[src/rtl/cafu_pkg.sv]
package cafu_pkg;

    localparam int unsigned ModeW    = 6;
    localparam int unsigned WordW    = 16;
    localparam int unsigned ByteW    = 8;
    localparam int unsigned BitIdxW  = 3;
    localparam int unsigned InDataW  = 48;
    localparam int unsigned OutDataW = 24;

    // Operation codes carried in the mode field.
    typedef enum logic [ModeW-1:0] {
        OP_ADD    = 6'd0,
        OP_ADC    = 6'd1,
        OP_SUB    = 6'd2,
        OP_SBC    = 6'd3,
        OP_AND    = 6'd4,
        OP_XOR    = 6'd5,
        OP_OR     = 6'd6,
        OP_CP     = 6'd7,
        OP_INC    = 6'd8,
        OP_DEC    = 6'd9,
        OP_DAA    = 6'd10,
        OP_CPL    = 6'd11,
        OP_SCF    = 6'd12,
        OP_CCF    = 6'd13,
        OP_RLCA   = 6'd14,
        OP_RRCA   = 6'd15,
        OP_RLA    = 6'd16,
        OP_RRA    = 6'd17,
        OP_RLC    = 6'd18,
        OP_RRC    = 6'd19,
        OP_RL     = 6'd20,
        OP_RR     = 6'd21,
        OP_SLA    = 6'd22,
        OP_SRA    = 6'd23,
        OP_SWAP   = 6'd24,
        OP_SRL    = 6'd25,
        OP_BIT    = 6'd26,
        OP_RES    = 6'd27,
        OP_SET    = 6'd28,
        OP_ADDHL  = 6'd29,
        OP_ADDSP  = 6'd30,
        OP_INC16  = 6'd31,
        OP_DEC16  = 6'd32
    } t_alu_op;

    typedef struct packed {
        logic                subtract;
        logic                zero;
        logic                half;
        logic                carry;
    } t_flags;

    typedef struct packed {
        logic [ModeW-1:0]    mode;
        logic [WordW-1:0]    first_operand;
        logic [WordW-1:0]    second_operand;
        logic [BitIdxW-1:0]  bit_index;
        t_flags              flags;
    } t_alu_req;

    typedef struct packed {
        logic [WordW-1:0]    result;
        logic                write_result;
        t_flags              flags;
    } t_alu_rsp;

endpackage

[src/rtl/cafu_core.sv]
module cafu_core (
    input  cafu_pkg::t_alu_req i_req,
    output cafu_pkg::t_alu_rsp o_rsp
);
    import cafu_pkg::*;

    logic [ByteW-1:0] a;
    logic [ByteW-1:0] b;
    logic [ByteW-1:0] r8;
    logic [ByteW-1:0] daa_adj;
    logic             cin;
    logic             t;
    logic [ByteW:0]   sum9;
    logic [ByteW:0]   diff9;
    logic [4:0]       nib_sum;
    logic [4:0]       nib_diff;
    logic [WordW:0]   sum17;
    logic [12:0]      sum13;
    logic [WordW-1:0] sp_sum;
    t_alu_op          op;

    assign a   = i_req.first_operand[ByteW-1:0];
    assign b   = i_req.second_operand[ByteW-1:0];
    assign cin = i_req.flags.carry;
    assign op  = t_alu_op'(i_req.mode);

    // The carry-in term t is nonzero only for the with-carry forms.
    assign t        = ((op == OP_ADC) || (op == OP_SBC)) ? cin : 1'b0;
    assign sum9     = {1'b0, a} + {1'b0, b} + {{ByteW{1'b0}}, t};
    assign diff9    = {1'b0, a} - {1'b0, b} - {{ByteW{1'b0}}, t};
    assign nib_sum  = {1'b0, a[3:0]} + {1'b0, b[3:0]} + {4'd0, t};
    assign nib_diff = {1'b0, a[3:0]} - {1'b0, b[3:0]} - {4'd0, t};
    assign sum17    = {1'b0, i_req.first_operand} + {1'b0, i_req.second_operand};
    assign sum13    = {1'b0, i_req.first_operand[11:0]} + {1'b0, i_req.second_operand[11:0]};
    assign sp_sum   = i_req.first_operand + {{ByteW{b[ByteW-1]}}, b};

    always_comb begin
        o_rsp        = '0;
        o_rsp.flags  = i_req.flags;
        o_rsp.write_result = 1'b1;
        r8           = '0;
        daa_adj      = '0;
        case (op)
            OP_ADD, OP_ADC: begin
                r8 = sum9[ByteW-1:0];
                o_rsp.flags.zero     = (r8 == '0);
                o_rsp.flags.subtract = 1'b0;
                o_rsp.flags.half     = nib_sum[4];
                o_rsp.flags.carry    = sum9[ByteW];
            end
            OP_SUB, OP_SBC, OP_CP: begin
                r8 = diff9[ByteW-1:0];
                o_rsp.flags.zero     = (r8 == '0);
                o_rsp.flags.subtract = 1'b1;
                o_rsp.flags.half     = nib_diff[4];
                o_rsp.flags.carry    = diff9[ByteW];
                // Compare only sets flags.
                if (op == OP_CP) begin
                    r8 = '0;
                    o_rsp.write_result = 1'b0;
                end
            end
            OP_AND: begin
                r8 = a & b;
                o_rsp.flags = '{subtract: 1'b0, zero: (r8 == '0), half: 1'b1, carry: 1'b0};
            end
            OP_XOR, OP_OR: begin
                r8 = (op == OP_XOR) ? (a ^ b) : (a | b);
                o_rsp.flags = '{subtract: 1'b0, zero: (r8 == '0), half: 1'b0, carry: 1'b0};
            end
            OP_INC: begin
                r8 = a + 8'd1;
                o_rsp.flags.zero     = (r8 == '0);
                o_rsp.flags.subtract = 1'b0;
                o_rsp.flags.half     = (r8[3:0] == 4'h0);
            end
            OP_DEC: begin
                r8 = a - 8'd1;
                o_rsp.flags.zero     = (r8 == '0);
                o_rsp.flags.subtract = 1'b1;
                o_rsp.flags.half     = (r8[3:0] == 4'hF);
            end
            OP_DAA: begin
                if (i_req.flags.subtract) begin
                    if (i_req.flags.half) daa_adj[3:0] = 4'h6;
                    if (cin) daa_adj[7:4] = 4'h6;
                    r8 = a - daa_adj;
                end else begin
                    if (i_req.flags.half || (a[3:0] > 4'h9)) daa_adj[3:0] = 4'h6;
                    if (cin || (a > 8'h99)) begin
                        daa_adj[7:4] = 4'h6;
                        o_rsp.flags.carry = 1'b1;
                    end
                    r8 = a + daa_adj;
                end
                o_rsp.flags.zero = (r8 == '0);
                o_rsp.flags.half = 1'b0;
            end
            OP_CPL: begin
                r8 = ~a;
                o_rsp.flags.subtract = 1'b1;
                o_rsp.flags.half     = 1'b1;
            end
            OP_SCF, OP_CCF: begin
                o_rsp.write_result   = 1'b0;
                o_rsp.flags.subtract = 1'b0;
                o_rsp.flags.half     = 1'b0;
                o_rsp.flags.carry    = (op == OP_SCF) ? 1'b1 : ~cin;
            end
            OP_RLCA, OP_RLC, OP_RLA, OP_RL, OP_SLA: begin
                case (op)
                    OP_RLCA, OP_RLC: r8 = {a[6:0], a[7]};
                    OP_RLA, OP_RL:   r8 = {a[6:0], cin};
                    default:         r8 = {a[6:0], 1'b0};
                endcase
                // The accumulator forms always clear zero.
                o_rsp.flags = '{subtract: 1'b0,
                                zero: ((op == OP_RLCA) || (op == OP_RLA)) ? 1'b0 : (r8 == '0),
                                half: 1'b0, carry: a[7]};
            end
            OP_RRCA, OP_RRC, OP_RRA, OP_RR, OP_SRA, OP_SRL: begin
                case (op)
                    OP_RRCA, OP_RRC: r8 = {a[0], a[7:1]};
                    OP_RRA, OP_RR:   r8 = {cin, a[7:1]};
                    OP_SRA:          r8 = {a[7], a[7:1]};
                    default:         r8 = {1'b0, a[7:1]};
                endcase
                o_rsp.flags = '{subtract: 1'b0,
                                zero: ((op == OP_RRCA) || (op == OP_RRA)) ? 1'b0 : (r8 == '0),
                                half: 1'b0, carry: a[0]};
            end
            OP_SWAP: begin
                r8 = {a[3:0], a[7:4]};
                o_rsp.flags = '{subtract: 1'b0, zero: (r8 == '0), half: 1'b0, carry: 1'b0};
            end
            OP_BIT: begin
                o_rsp.write_result   = 1'b0;
                o_rsp.flags.zero     = ~a[i_req.bit_index];
                o_rsp.flags.subtract = 1'b0;
                o_rsp.flags.half     = 1'b1;
            end
            OP_RES: begin
                r8 = a & ~(8'd1 << i_req.bit_index);
            end
            OP_SET: begin
                r8 = a | (8'd1 << i_req.bit_index);
            end
            default: begin
                // Codes outside the table write nothing and keep all flags.
                o_rsp.write_result = 1'b0;
            end
        endcase

        o_rsp.result = {{(WordW-ByteW){1'b0}}, r8};

        // The 16-bit forms override the byte result.
        case (op)
            OP_ADDHL: begin
                o_rsp.result         = sum17[WordW-1:0];
                o_rsp.write_result   = 1'b1;
                o_rsp.flags.subtract = 1'b0;
                o_rsp.flags.half     = sum13[12];
                o_rsp.flags.carry    = sum17[WordW];
            end
            OP_ADDSP: begin
                o_rsp.result         = sp_sum;
                o_rsp.write_result   = 1'b1;
                o_rsp.flags.zero     = 1'b0;
                o_rsp.flags.subtract = 1'b0;
                o_rsp.flags.half     = {1'b0, i_req.first_operand[3:0]} + {1'b0, b[3:0]} > 5'h0F;
                o_rsp.flags.carry    = {1'b0, i_req.first_operand[7:0]} + {1'b0, b} > 9'h0FF;
            end
            OP_INC16: begin
                o_rsp.result       = i_req.first_operand + 16'd1;
                o_rsp.write_result = 1'b1;
                o_rsp.flags        = i_req.flags;
            end
            OP_DEC16: begin
                o_rsp.result       = i_req.first_operand - 16'd1;
                o_rsp.write_result = 1'b1;
                o_rsp.flags        = i_req.flags;
            end
            default: begin
                o_rsp.result = {{(WordW-ByteW){1'b0}}, r8};
            end
        endcase
    end

endmodule

[src/rtl/cpu_alu_flag_unit_top.sv]
// Arithmetic and flag unit of an 8-bit handheld console CPU.
//
// Items enter on the slave stream (s_axis_*): each carries an operation code,
// two 16-bit operands, a bit index and the current Z, N, H and C flags. For
// every accepted item exactly one result item leaves on the master stream
// (m_axis_*) with the new register value, a write enable and the new flags.
// Flags that an operation does not touch are copied from the item.
//
// The path is an input register, one short block of adders and selection
// logic, and an output register. An accepted item moves from the input
// register into the output register, where its result is offered, once
// that register is free; one item is accepted every cycle without a stall.
//
// When the receiver stalls, the result holds in the output register and the
// input register still takes one more item; only when both are full does
// s_axis_tready drop. Ready is worked out from the register occupancy and
// m_axis_tready, so nothing is lost or repeated under any stall pattern.
//
// Reset (i_rst_n low at a clock edge) empties both registers; the unit has
// no other state and is ready again in the cycle after reset.
module cpu_alu_flag_unit_top (
    input  logic                           i_clk,
    input  logic                           i_rst_n,
    input  logic                           s_axis_tvalid,
    output logic                           s_axis_tready,
    // mode[5:0], first_operand[21:6], second_operand[37:22], bit_index[40:38],
    // zero_in[41], subtract_in[42], half_in[43], carry_in[44], zero pad above
    input  logic [cafu_pkg::InDataW-1:0]   s_axis_tdata,
    output logic                           m_axis_tvalid,
    input  logic                           m_axis_tready,
    // result[15:0], write_result[16], zero_out[17], subtract_out[18],
    // half_out[19], carry_out[20], zero pad above
    output logic [cafu_pkg::OutDataW-1:0]  m_axis_tdata
);
    import cafu_pkg::*;

    logic     r_s1_valid;
    t_alu_req r_s1_req;
    logic     r_out_valid;
    t_alu_rsp r_out_rsp;
    t_alu_req in_req;
    t_alu_rsp core_rsp;
    logic     s1_ready;
    logic     out_ready;

    // Unpack the input item; flags are laid out Z, N, H, C from the low end.
    assign in_req.mode           = s_axis_tdata[5:0];
    assign in_req.first_operand  = s_axis_tdata[21:6];
    assign in_req.second_operand = s_axis_tdata[37:22];
    assign in_req.bit_index      = s_axis_tdata[40:38];
    assign in_req.flags.zero     = s_axis_tdata[41];
    assign in_req.flags.subtract = s_axis_tdata[42];
    assign in_req.flags.half     = s_axis_tdata[43];
    assign in_req.flags.carry    = s_axis_tdata[44];

    // The output register frees up when it is empty or being read; the
    // input register frees up when it is empty or moving forward.
    assign out_ready     = !r_out_valid || m_axis_tready;
    assign s1_ready      = !r_s1_valid || out_ready;
    assign s_axis_tready = s1_ready;

    cafu_core u_core (
        .i_req (r_s1_req),
        .o_rsp (core_rsp)
    );

    always_ff @(posedge i_clk) begin
        if (!i_rst_n) begin
            r_s1_valid  <= 1'b0;
            r_out_valid <= 1'b0;
        end else begin
            if (s1_ready) begin
                r_s1_valid <= s_axis_tvalid;
            end
            if (out_ready) begin
                r_out_valid <= r_s1_valid;
            end
        end
    end

    always_ff @(posedge i_clk) begin
        if (s1_ready && s_axis_tvalid) begin
            r_s1_req <= in_req;
        end
        if (out_ready && r_s1_valid) begin
            r_out_rsp <= core_rsp;
        end
    end

    assign m_axis_tvalid = r_out_valid;
    assign m_axis_tdata  = {{(OutDataW-21){1'b0}},
                            r_out_rsp.flags.carry, r_out_rsp.flags.half,
                            r_out_rsp.flags.subtract, r_out_rsp.flags.zero,
                            r_out_rsp.write_result, r_out_rsp.result};

    // An accepted item always lands in the input register.
    a_accept_lands: assert property (@(posedge i_clk) disable iff (!i_rst_n)
        (s_axis_tvalid && s_axis_tready) |=> r_s1_valid)
        else $error("accepted item did not reach the input register");

    // A blocked item in the input register is neither dropped nor changed.
    a_s1_holds: assert property (@(posedge i_clk) disable iff (!i_rst_n)
        (r_s1_valid && !out_ready) |=> (r_s1_valid && $stable(r_s1_req)))
        else $error("input register lost or changed a blocked item");

    // Compare never writes its target register.
    a_cp_no_write: assert property (@(posedge i_clk) disable iff (!i_rst_n)
        (r_s1_valid && out_ready && (r_s1_req.mode == OP_CP)) |=> !r_out_rsp.write_result)
        else $error("compare produced a register write");

    // 16-bit increment and decrement leave every flag as it came in.
    a_inc16_flags: assert property (@(posedge i_clk) disable iff (!i_rst_n)
        (r_s1_valid && out_ready &&
         ((r_s1_req.mode == OP_INC16) || (r_s1_req.mode == OP_DEC16)))
        |=> (r_out_rsp.flags == $past(r_s1_req.flags)))
        else $error("16-bit increment or decrement changed a flag");

endmodule
[config.mk]
export PLATFORM = sky130hd
export DESIGN_NAME = cpu_alu_flag_unit_top
export DESIGN_NICKNAME = d
export VERILOG_FILES = /design/src/rtl/cafu_pkg.sv /design/src/rtl/cafu_core.sv /design/src/rtl/cpu_alu_flag_unit_top.sv
export SDC_FILE = /design/constraint.sdc
export NUM_CORES = 1
export LEC_CHECK = 0
export BUFFER_PORTS_ARGS = -buffer_cell sky130_fd_sc_hd__buf_2
export CAP_MARGIN = 20
export CORE_AREA = 2 2 112 114
export CTS_BUF_LIST = sky130_fd_sc_hd__clkbuf_4
export DETAILED_ROUTE_END_ITERATION = 8
export DIE_AREA = 0 0 114 116
export PLACE_DENSITY_LB_ADDON = 0.2
export RECOVER_POWER = 100
export SLEW_MARGIN = 20
export SYNTH_ARGS = -nofsm -noshare
export SYNTH_HDL_FRONTEND = slang
export SYNTH_HIERARCHICAL = 1
export SYNTH_SLANG_ARGS = --single-unit
[constraint.sdc]
create_clock -name i_clk -period 4.4 [get_ports i_clk]
set_input_delay 0.66 -clock i_clk [delete_from_list [all_inputs] [get_ports i_clk]]
set_output_delay 0.66 -clock i_clk [all_outputs]
set_load 0.03 [all_outputs]
# After elaboration in Yosys (flattened, before gate mapping)
# Cells that the tools add are included.
# word_totals
wordCells,161
output_inout_bits,26
register_bits,68
# op_classes
addsub,17
n_shift,1
n_reduce_logical,41
n_lt_le_gt_ge,5
eq_ne,33
n_bitwise,9
muxes,39
# ops
op,count
8-bit one-hot mux with 13 select lines,1
"6-bit by 5-bit equality test with 1-bit output, second input constant",16
8-bit logical NOT,10
16-bit one-hot mux with 4 select lines,1
"6-bit by 4-bit equality test with 1-bit output, second input constant",8
8-bit two-way mux,6
4-bit two-way mux,8
"6-bit by 3-bit equality test with 1-bit output, second input constant",4
8-bit one-hot mux with 3 select lines,1
23-bit OR reduction,1
21-bit OR reduction,1
2-bit OR reduction,9
16-bit by 16-bit adder with 17-bit output,1
17-bit OR reduction,1
"16-bit by 1-bit adder with 16-bit output, second input constant",1
16-bit adder,1
8-bit bitwise AND,2
8-bit inverter,2
8-bit bitwise OR,2
"16-bit by 1-bit subtractor with 16-bit output, second input constant",1
12-bit by 12-bit adder with 13-bit output,1
"6-bit by 2-bit equality test with 1-bit output, second input constant",2
3-bit two-way mux,4
1-bit one-hot mux with 11 select lines,1
other kinds (39),60

# Depth between registers and ports, before layout
# Gate-level depths: netlist (run 1).
# logic_depth
depth_word,11
ltp_mapped,16

# Cells and area by module
# The synthesis (run 1) kept the hierarchy.
# by_module_without_submodules
module,instances,cells_per_inst,area_each_um2
cafu_core,1,746,5146.2
cpu_alu_flag_unit_top,1,79,2112.0

# Least setup slack after synthesis (run 1)
# OpenSTA, ideal clock, no wires.
# synth_timing
kind,flip-flop to flip-flop
start,reg r_s1_req[43] in the netlist's numbering
end,"reg r_out_rsp (netlist bit m_axis_tdata[17]), data pin"
setup_ps,152
period_less_slack_ps,3926
n_path_buf,3
stages_incl_launch_ff,15
required_time_ps,4248
arrival_ps,3774
path_slack_ps,474
path_cell_list,edfxtp_1 buf_2 clkbuf_1 buf_1 nor3_1 nand3_1 fa_1 fa_1 o21a_1 nor2_2 o21ai_0 xor2_1 or4b_2 o32a_1 a31oi_1
# synth_lines
element,line,text
start: declaration,cpu_alu_flag_unit_top.sv:38,t_alu_req r_s1_req;
start signal: assignment,cpu_alu_flag_unit_top.sv:83,r_s1_req <= in_req;
end signal: assignment,cpu_alu_flag_unit_top.sv:86,r_out_rsp <= core_rsp;
end: declaration,cpu_alu_flag_unit_top.sv:40,t_alu_rsp r_out_rsp;

==> flow_summary.yaml, run 1 <==
layout:
  antenna_cells: 0
  layout_commonest_cell: "ha_1"
  nets: 1034
  areaGrowthSynthToFinish_pct: 10.5
  layout_common_cells: "71 x ha_1, 66 x edfxtp_1, 65 x a21oi_1"
  fin_area_sq_um: 8020
  drive_above_1_share: 0.151
setup_path:
  startpoint_type: "flop"
  slowest_stage: "or4_1"
  critPathMaxFanout: 9
  path_class: "flop to flop"
  arrival_ns: 4.40
  max_stage_delay_ns: 0.63
  r2r_cells: 12
  reg2reg_from: "r_s1_req[42]"
  worstSetupEndpointType: "flop"
  crit_chain: "or2_0 > buf_4 > or4_1 > a21oi_1 > ha_1 > nor2b_1 > o2111ai_1 > a31oi_1 > a221oi_1 > o21ai_0 > mux2i_1 > o221ai_1"
  r2r-end: "m_axis_tdata[15]"
  reg2reg_slack_ns: 0.16
  cp.required_ns: 4.57
synth:
  yosys-top-cells-area: "edfxtp_1 27%, ha_1 12%, a21oi_1 4.5%"
  synth_area_sq_um: 7260
  syn_inst: 825
  synthArstFlopShare: 0
  synth_edf_count: 66
  synth_top_area_share: 0.273
  synth_top_cell_by_area: "edfxtp_1"
  synth.avg_cell_area_sq_um: 8.80
  yosysUniqueCellTypes: 94
  ys_seq_area_frac: 0.279
  yosys_warnings: 6
  synth-seq-cells: 68
  synth_flop_cell: "edfxtp_1"
flow_run:
  drv_cap: 2
detailed_routing:
  drc: 0
  vias: 7605
  wirelength_mm: 26.4
  first_pass_iters: 8
  ant_nets: 0
  vias_per_cell: 7.18
  wl_per_cell_um: 25.0
  drtIter0Drc: 1200
clocking:
  clock_latency_ns: 0.47
  cts_buffer_depth: 2
  numClockSinks: 68
  cts_tree: "built"
  clk_pin_slew_worst_paths_ns: 0.14
  ctsResizeCount: 0
  cts_hold_buf: 0
  cts-root-buf: "clkbuf_4"
  numCtsBuffers: 9
  post-cts-setup-buffer-count: 0
  htreeDepth: 3
hold_path:
  hold_depth: 1
  hold_class: "input port to flop"
  min-delay-start: "s_axis_tdata[38]"
  min_to: "r_s1_req[4]"
sta:
  max_freq_mhz: 236
  skew_ns: 0.0272
  maxSlewViolCount: 43
  hold_viol: 0
  worst_pin_slew_ns: 1.98
  max-slew-margin-rel: -0.323
  period_share: 0.963
  finalCriticalPeriod_ns: 4.24
  setup_viol: 0
floorplanning:
  placement_rows: 40
  die_w_um: 114
  start_util: 0.609
  die_area_sq_um: 13200
  ios: 78
  die_h_um: 116
  core_sq_um: 11900
placed_design:
  dp_hpwl_mm: 19.9
  gp_congestion: 1.03
  io_buffers: 71
  place_area_sq_um: 7910
status:
  outcome: "finished with violations"
  violations: "capacitance limit, slew limit"
power_and_ir_drop:
  power.leakage_nw: 3.19
  power.total_mw: 2.04
  power_density_nw_per_um2: 254
  vdd_drop_max_mv: 0.186
global_routing:
  grt_pass1_vias: 7071
  grt_usage: 0.398
  grt_max_degree: 33
  grt_first_pass_wirelength_mm: 39.6
  grt-ovfl-total: 0
  antenna_found_initial: 0
where the power goes:
group	internal [mW]	total [mW]	switching, mW
Combinational	0.302	0.809	0.507
Sequential	0.759	0.793	0.0347
Clock	0.179	0.438	0.259
Total	1.24	2.04	0.801
state kept, by name (all words and copies together), names as in the netlist:
signal	cells
m_axis_tdata	21
m_axis_tvalid	1
r_s1_req	45
r_s1_valid	1
Yosys cell counts, types with 4 or more instances:
| master | instances |
|---|---|
| a31oi_1 | 10 |
| and3_1 | 7 |
| nor2_1 | 58 |
| o21bai_1 | 6 |
| a22oi_1 | 9 |
| buf_4 | 4 |
| o2111ai_1 | 6 |
| ha_1 | 71 |
| o211ai_1 | 13 |
| or3_1 | 4 |
| nand4b_1 | 4 |
| nor4_1 | 10 |
| nand3b_1 | 5 |
| or2_2 | 5 |
| fa_1 | 4 |
| a2111oi_0 | 4 |
| o21a_1 | 4 |
| clkbuf_1 | 28 |
| buf_1 | 4 |
| a21o_1 | 13 |
| nand3_1 | 23 |
| a221oi_1 | 11 |
| nand4_1 | 10 |
| nor3_1 | 26 |
| edfxtp_1 | 66 |
| and2_1 | 6 |
| o21ai_0 | 46 |
| or4_1 | 5 |
| nor3b_1 | 5 |
| inv_1 | 37 |
| xor2_1 | 21 |
| nand2b_1 | 11 |
| xnor2_1 | 35 |
| o22ai_1 | 13 |
| mux2i_1 | 10 |
| buf_2 | 7 |
| a21oi_1 | 65 |
| nor2b_1 | 11 |
| a211oi_1 | 7 |
| nand2_1 | 58 |
kinds of logic (layout without fill, tap and decap cells):
kind of cell | count (synthesis) | after routing | synth area share
mux | 14 | 14 | 0.0231
fa+ha+maj | 75 | 75 | 0.133
flops | 68 | 68 | 0.279
compound gates | 251 | 251 | 0.232
other cells | 1 | 3 | 0.000517
simple gates | 277 | 277 | 0.215
xor+xnor | 57 | 57 | 0.0698
buf+inv | 82 | 167 | 0.0477
stage by stage:
stage           util  worst slack [ns]  TNS [ns]  cells  hold slack, ns
3_5_place_dp   0.664             0.209         0   1040           0.546
6_report       0.673             0.162         0   1059           0.352
5_1_grt        0.673          -0.00950  -0.00950   1059           0.350
4_1_cts        0.676             0.148         0   1056           0.330
3_3_place_gp   0.664             0.444         0   1040           0.509
2_1_floorplan      -             0.474         0    827           0.532
critical path: cells and delay by family (launching register included):
family	cells	cell delay (ns)
AND/OR/NAND/NOR	3	1.04
AO/OA/AOI/OAI	6	1.80
buffers and inverters	1	0.17
flip-flops	1	0.41
adder cells (fa/ha/maj)	1	0.29
multiplexers	1	0.23
how the worst max path moves through the flow:
stage | startpoint | to | slack [ns] | cells after the start
floorplan | r_s1_req[43] | m_axis_tdata[17] | 0.47 | 14
global placement | r_s1_req[44] | m_axis_tdata[17] | 0.44 | 11
detailed placement | r_s1_req[44] | m_axis_tdata[15] | 0.21 | 11
CTS | r_s1_req[44] | m_axis_tdata[15] | 0.15 | 11
global route | r_s1_req[42] | m_axis_tdata[15] | -0.009 | 12
finish | r_s1_req[42] | m_axis_tdata[15] | 0.16 | 12
metal layers:
metal | wire (um) | global-route usage | vias to the layer above
li1 | - | - | 3291
met3 | 3240 | 0.0722 | 103
met5 | 0 | 0 | -
met1 | 10200 | 0.535 | 3613
met4 | 1050 | 0.153 | 0
met2 | 11900 | 0.644 | 598
cell type report:
class                   count  area [sq um]
multi-input cells         677          4890
fillers                   989          3890
flip-flops and latches     68          2020
repair buffers            114           646
well taps                 147           184
inverters                  37           139
clock buffers              10          75.1
clock inverters             6          63.8
(Power assumes the default switching activity.)
==> run 2: changes to the inputs <==
--- a/config.mk
+++ b/config.mk
@@ -6,11 +6,10 @@
 export NUM_CORES = 1
 export LEC_CHECK = 0
 export BUFFER_PORTS_ARGS = -buffer_cell sky130_fd_sc_hd__buf_2
-export CAP_MARGIN = 20
-export CORE_AREA = 2 2 112 114
+export CORE_AREA = 2 2 138 140
 export CTS_BUF_LIST = sky130_fd_sc_hd__clkbuf_4
 export DETAILED_ROUTE_END_ITERATION = 8
-export DIE_AREA = 0 0 114 116
+export DIE_AREA = 0 0 140 142
 export PLACE_DENSITY_LB_ADDON = 0.2
 export RECOVER_POWER = 100
 export SLEW_MARGIN = 20
==> flow_summary.yaml, run 2 (synthesis gave the netlist of run 1 again) <==
power_and_ir_drop:
  power.leakage_nw: 3.13
  power.total_mw: 1.99
  power_density_nw_per_um2: 247
  vdd_drop_max_mv: 0.128
placed_design:
  dp_slack_ns: 0.339
  gp_congestion: 1.00
  io_buffers: 71
  dp_hpwl_mm: 19.1
  placed_cells: 1122
global_routing:
  grt_max_degree: 33
  grt_first_pass_wirelength_mm: 37.3
  antenna_found_initial: 1
  grt-ovfl-total: 0
  grt_usage: 0.246
  grt_pass1_vias: 6429
setup_path:
  cpMostUsedCell: "fa_1"
  max_stage_delay_ns: 0.74
  r2r_cells: 12
  reg2reg_from: "r_s1_req[42]"
  critPathMaxFanout: 5
  r2r-end: "m_axis_tdata[17]"
  arrival_ns: 4.48
  worstSetupEndpointType: "flop"
  critical_path.n_buffers_inverters: 0
  path_class: "flop to flop"
  startpoint_type: "flop"
  cp.required_ns: 4.68
  slowest_stage: "or4b_2"
  crit_family: "simple AND/OR/NAND/NOR gates"
  reg2reg_slack_ns: 0.20
  worstSetupPathDepth: 12
  crit_chain: "or2_0 > nor3_1 > nand3_1 > fa_1 > fa_1 > o21a_1 > nor2_2 > o21ai_0 > xor2_1 > or4b_2 > o32a_1 > a31oi_1"
clocking:
  numCtsBuffers: 9
  ctsResizeCount: 0
  clk_pin_slew_worst_paths_ns: 0.12
  htreeDepth: 3
  clock_latency_ns: 0.45
  cts_buffer_depth: 2
  cts_tree: "built"
  post-cts-setup-buffer-count: 0
  cts-root-buf: "clkbuf_4"
  numClockSinks: 68
  cts_hold_buf: 0
detailed_routing:
  met2_length_mm: 10.5
  drtIter0Drc: 745
  vias_per_cell: 6.05
  ant_nets: 0
  vias: 6896
  drc: 8
  dr.max_layer_used: "met4"
  met3_length_mm: 2.12
  first_pass_iters: 8
  drt-met1-wl_mm: 11.0
  wirelength_mm: 24.5
  wl_per_cell_um: 21.5
sta:
  timing.hold.ws_ns: 0.371
  worst_pin_slew_ns: 2.39
  max-slew-margin-rel: -0.596
  maxSlewViolCount: 46
  setup_viol: 0
  final.setup.tns_ns: 0
  max_freq_mhz: 238
  period_share: 0.954
  finalCriticalPeriod_ns: 4.20
  fin_ws_ns: 0.202
  rsz0062_at_grt: "false"
  hold_viol: 0
  skew_ns: 0.0166
layout:
  fin_cells: 1139
  regMostFlops: "r_s1_req"
  largest_reg_flops: 45
  layout_commonest_cell: "ha_1"
  nets: 1026
  drive_above_1_share: 0.137
  layout_common_cells: "71 x ha_1, 66 x edfxtp_1, 65 x a21oi_1"
  areaGrowthSynthToFinish_pct: 10.9
hold_path:
  min_to: "r_s1_req[6]"
  min-delay-start: "s_axis_tdata[40]"
  hold_depth: 1
  hold_class: "input port to flop"
status:
  violations: "DRC, capacitance limit, slew limit"
  outcome: "finished with violations"
floorplanning:
  die_h_um: 142
  die_w_um: 140
  start_util: 0.393
  ios: 78
  core_sq_um: 18500
  placement_rows: 50
  die_area_sq_um: 19900
flow_run:
  drv_cap: 2
[run 2: cell type report]
class	instances	area (sq um)
fillers	1862	10400
multi-input cells	677	4890
flip-flops and latches	68	2020
repair buffers	106	576
well taps	234	293
inverters	37	139
clock buffers	9	67.6
clock inverters	7	57.6
diodes	1	2.50
[run 2: worst max-delay path by stage]
stage                                   to          from  slack, ns
after CTS                 m_axis_tdata[17]  r_s1_req[42]       0.29
final                     m_axis_tdata[17]  r_s1_req[42]       0.20
after floorplan           m_axis_tdata[17]  r_s1_req[43]       0.47
after global placement    m_axis_tdata[17]  r_s1_req[42]       0.37
after detailed placement  m_axis_tdata[17]  r_s1_req[42]       0.34
after global routing      m_axis_tdata[17]  r_s1_req[42]       0.10
[run 2: metrics by stage]
stage                     instance area, sq um   util
after floorplan                           7270      -
after global placement                    7980  0.433
after detailed placement                  7980  0.433
after CTS                                 8110  0.439
after global routing                      8050  0.436
final                                     8050  0.436
[run 2: report_power, final]
part | switching, mW | leakage, nW | internal [mW]
Clock | 0.244 | 0.0659 | 0.165
Combinational | 0.491 | 2.41 | 0.293
Sequential | 0.0343 | 0.651 | 0.759
[run 2: layer usage]
metal / global-route usage / vias up
li1: - / 3286
met1: 0.345 / 3222
met2: 0.371 / 335
met3: 0.0559 / 53
met4: 0.0962 / 0
met5: 0 / -
==> run 3: changes to the inputs <==
--- a/config.mk
+++ b/config.mk
@@ -10,6 +10,7 @@
 export CTS_BUF_LIST = sky130_fd_sc_hd__clkbuf_4
 export DETAILED_ROUTE_END_ITERATION = 8
 export DIE_AREA = 0 0 140 142
+export MAX_ROUTING_LAYER = met4
 export PLACE_DENSITY_LB_ADDON = 0.2
 export RECOVER_POWER = 100
 export SLEW_MARGIN = 20
==> flow_summary.yaml, run 3 (synthesis gave the netlist of run 1 again) <==
placed_design:
  gp_congestion: 1.06
  dp_hpwl_mm: 19.3
  io_buffers: 71
floorplanning:
  start_util: 0.393
  die_w_um: 140
  ios: 78
  placement_rows: 50
  core_sq_um: 18500
  die_area_sq_um: 19900
  die_h_um: 142
layout:
  multi_input_area_sq_um: 4880
  layout_commonest_cell: "ha_1"
  layout_common_cells: "71 x ha_1, 66 x a21oi_1, 66 x edfxtp_1"
  regArea_sq_um: 2020
  fill_cells: 1821
  drive_above_1_share: 0.143
  areaGrowthSynthToFinish_pct: 12.0
  largest_reg_flops: 45
  nets: 1029
  regMostFlops: "r_s1_req"
power_and_ir_drop:
  power.total_mw: 2.13
  vdd_drop_max_mv: 0.115
  power.leakage_nw: 3.18
  power_density_nw_per_um2: 262
clocking:
  numClockSinks: 68
  cts-root-buf: "clkbuf_4"
  clock_latency_ns: 0.49
  htreeDepth: 3
  post-cts-setup-buffer-count: 0
  numCtsBuffers: 9
  cts_buffer_depth: 2
  clk_pin_slew_worst_paths_ns: 0.14
  cts_hold_buf: 0
  cts_tree: "built"
  ctsResizeCount: 0
global_routing:
  grt_busiest_layer: "met2"
  grt_max_degree: 33
  grt_usage: 0.256
  grt_use_met1: 0.355
  grt_first_pass_wirelength_mm: 37.5
  antenna_found_initial: 1
  grtUsageMet2: 0.377
  grt_pass1_vias: 6388
  grt-ovfl-total: 0
  grt_util_met3: 0.0448
setup_path:
  worstSetupEndpointType: "flop"
  startpoint_type: "flop"
  arrival_ns: 4.36
  cp.required_ns: 4.73
  path_class: "flop to flop"
  critPathMaxFanout: 5
detailed_routing:
  drtIter0Drc: 749
  wl_per_cell_um: 21.7
  ant_nets: 0
  vias: 6934
  vias_per_cell: 6.07
  first_pass_iters: 9
  wirelength_mm: 24.8
  drc: 6
sta:
  max-slew-margin-rel: -0.486
  maxSlewViolCount: 46
  max_freq_mhz: 248
  hold_viol: 0
  worst_pin_slew_ns: 2.23
  final.setup.tns_ns: 0
  period_share: 0.915
  rsz0062_at_grt: "false"
  skew_ns: 0.0260
  finalCriticalPeriod_ns: 4.03
  setup_viol: 0
flow_run:
  drv_cap: 2
status:
  violations: "DRC, capacitance limit, slew limit"
  outcome: "finished with violations"
hold_path:
  hold_class: "input port to flop"
run 3: cell type report:
cell class,count,share of cell area
repair buffers,109,0.0734
inverters,37,0.0171
multi-input cells,677,0.601
clock buffers,9,0.00831
clock inverters,7,0.0152
flip-flops and latches,68,0.249
well taps,234,0.0360
diodes,1,0.000308
run 3: per-stage QoR:
stage,instance area (sq um),cells,util,hold slack (ns),setup WS (ns)
4_1_cts,8200,1141,0.444,0.290,0.465
3_5_place_dp,8010,1125,0.434,0.535,0.512
5_1_grt,8130,1142,0.440,0.296,0.124
6_report,8130,1142,0.440,0.329,0.372
2_1_floorplan,7270,827,-,0.532,0.474
3_3_place_gp,8010,1125,0.434,0.522,0.558
run 3: routing by layer:
metal / wire [um] / share of wire
met2: 10600 / 0.43
met1: 11500 / 0.46
met4: 785 / 0.032
met5: 0 / 0
met3: 1900 / 0.077
run 3: report_power, final:
group / internal, mW / switching (mW)
combinational: 0.292 / 0.489
sequential: 0.758 / 0.0344
clock: 0.290 / 0.268
total: 1.34 / 0.791
run 3: worst max-delay path, stage by stage (launching register included):
cell      delay [ns]
edfxtp_1        0.40
or2_0           0.33
nor3_1          0.18
nand3_1         0.17
fa_1            0.45
fa_1            0.46
o21a_1          0.21
nor2_1          0.21
xnor2_1         0.15
nor4_1          0.27
or4b_2          0.62
o32a_1          0.22
a31oi_1         0.19
run 3: worst paths after layout:
kind | startpoint | end | slack, ns | cells past startpoint
max | r_s1_req[42] | m_axis_tdata[17] | 0.37 | 12
min | s_axis_tdata[8] | r_s1_req[25] | 0.33 | 1
max reg2reg | r_s1_req[42] | m_axis_tdata[17] | 0.37 | 12
min reg2reg | m_axis_tvalid | r_s1_valid | 0.57 | 2
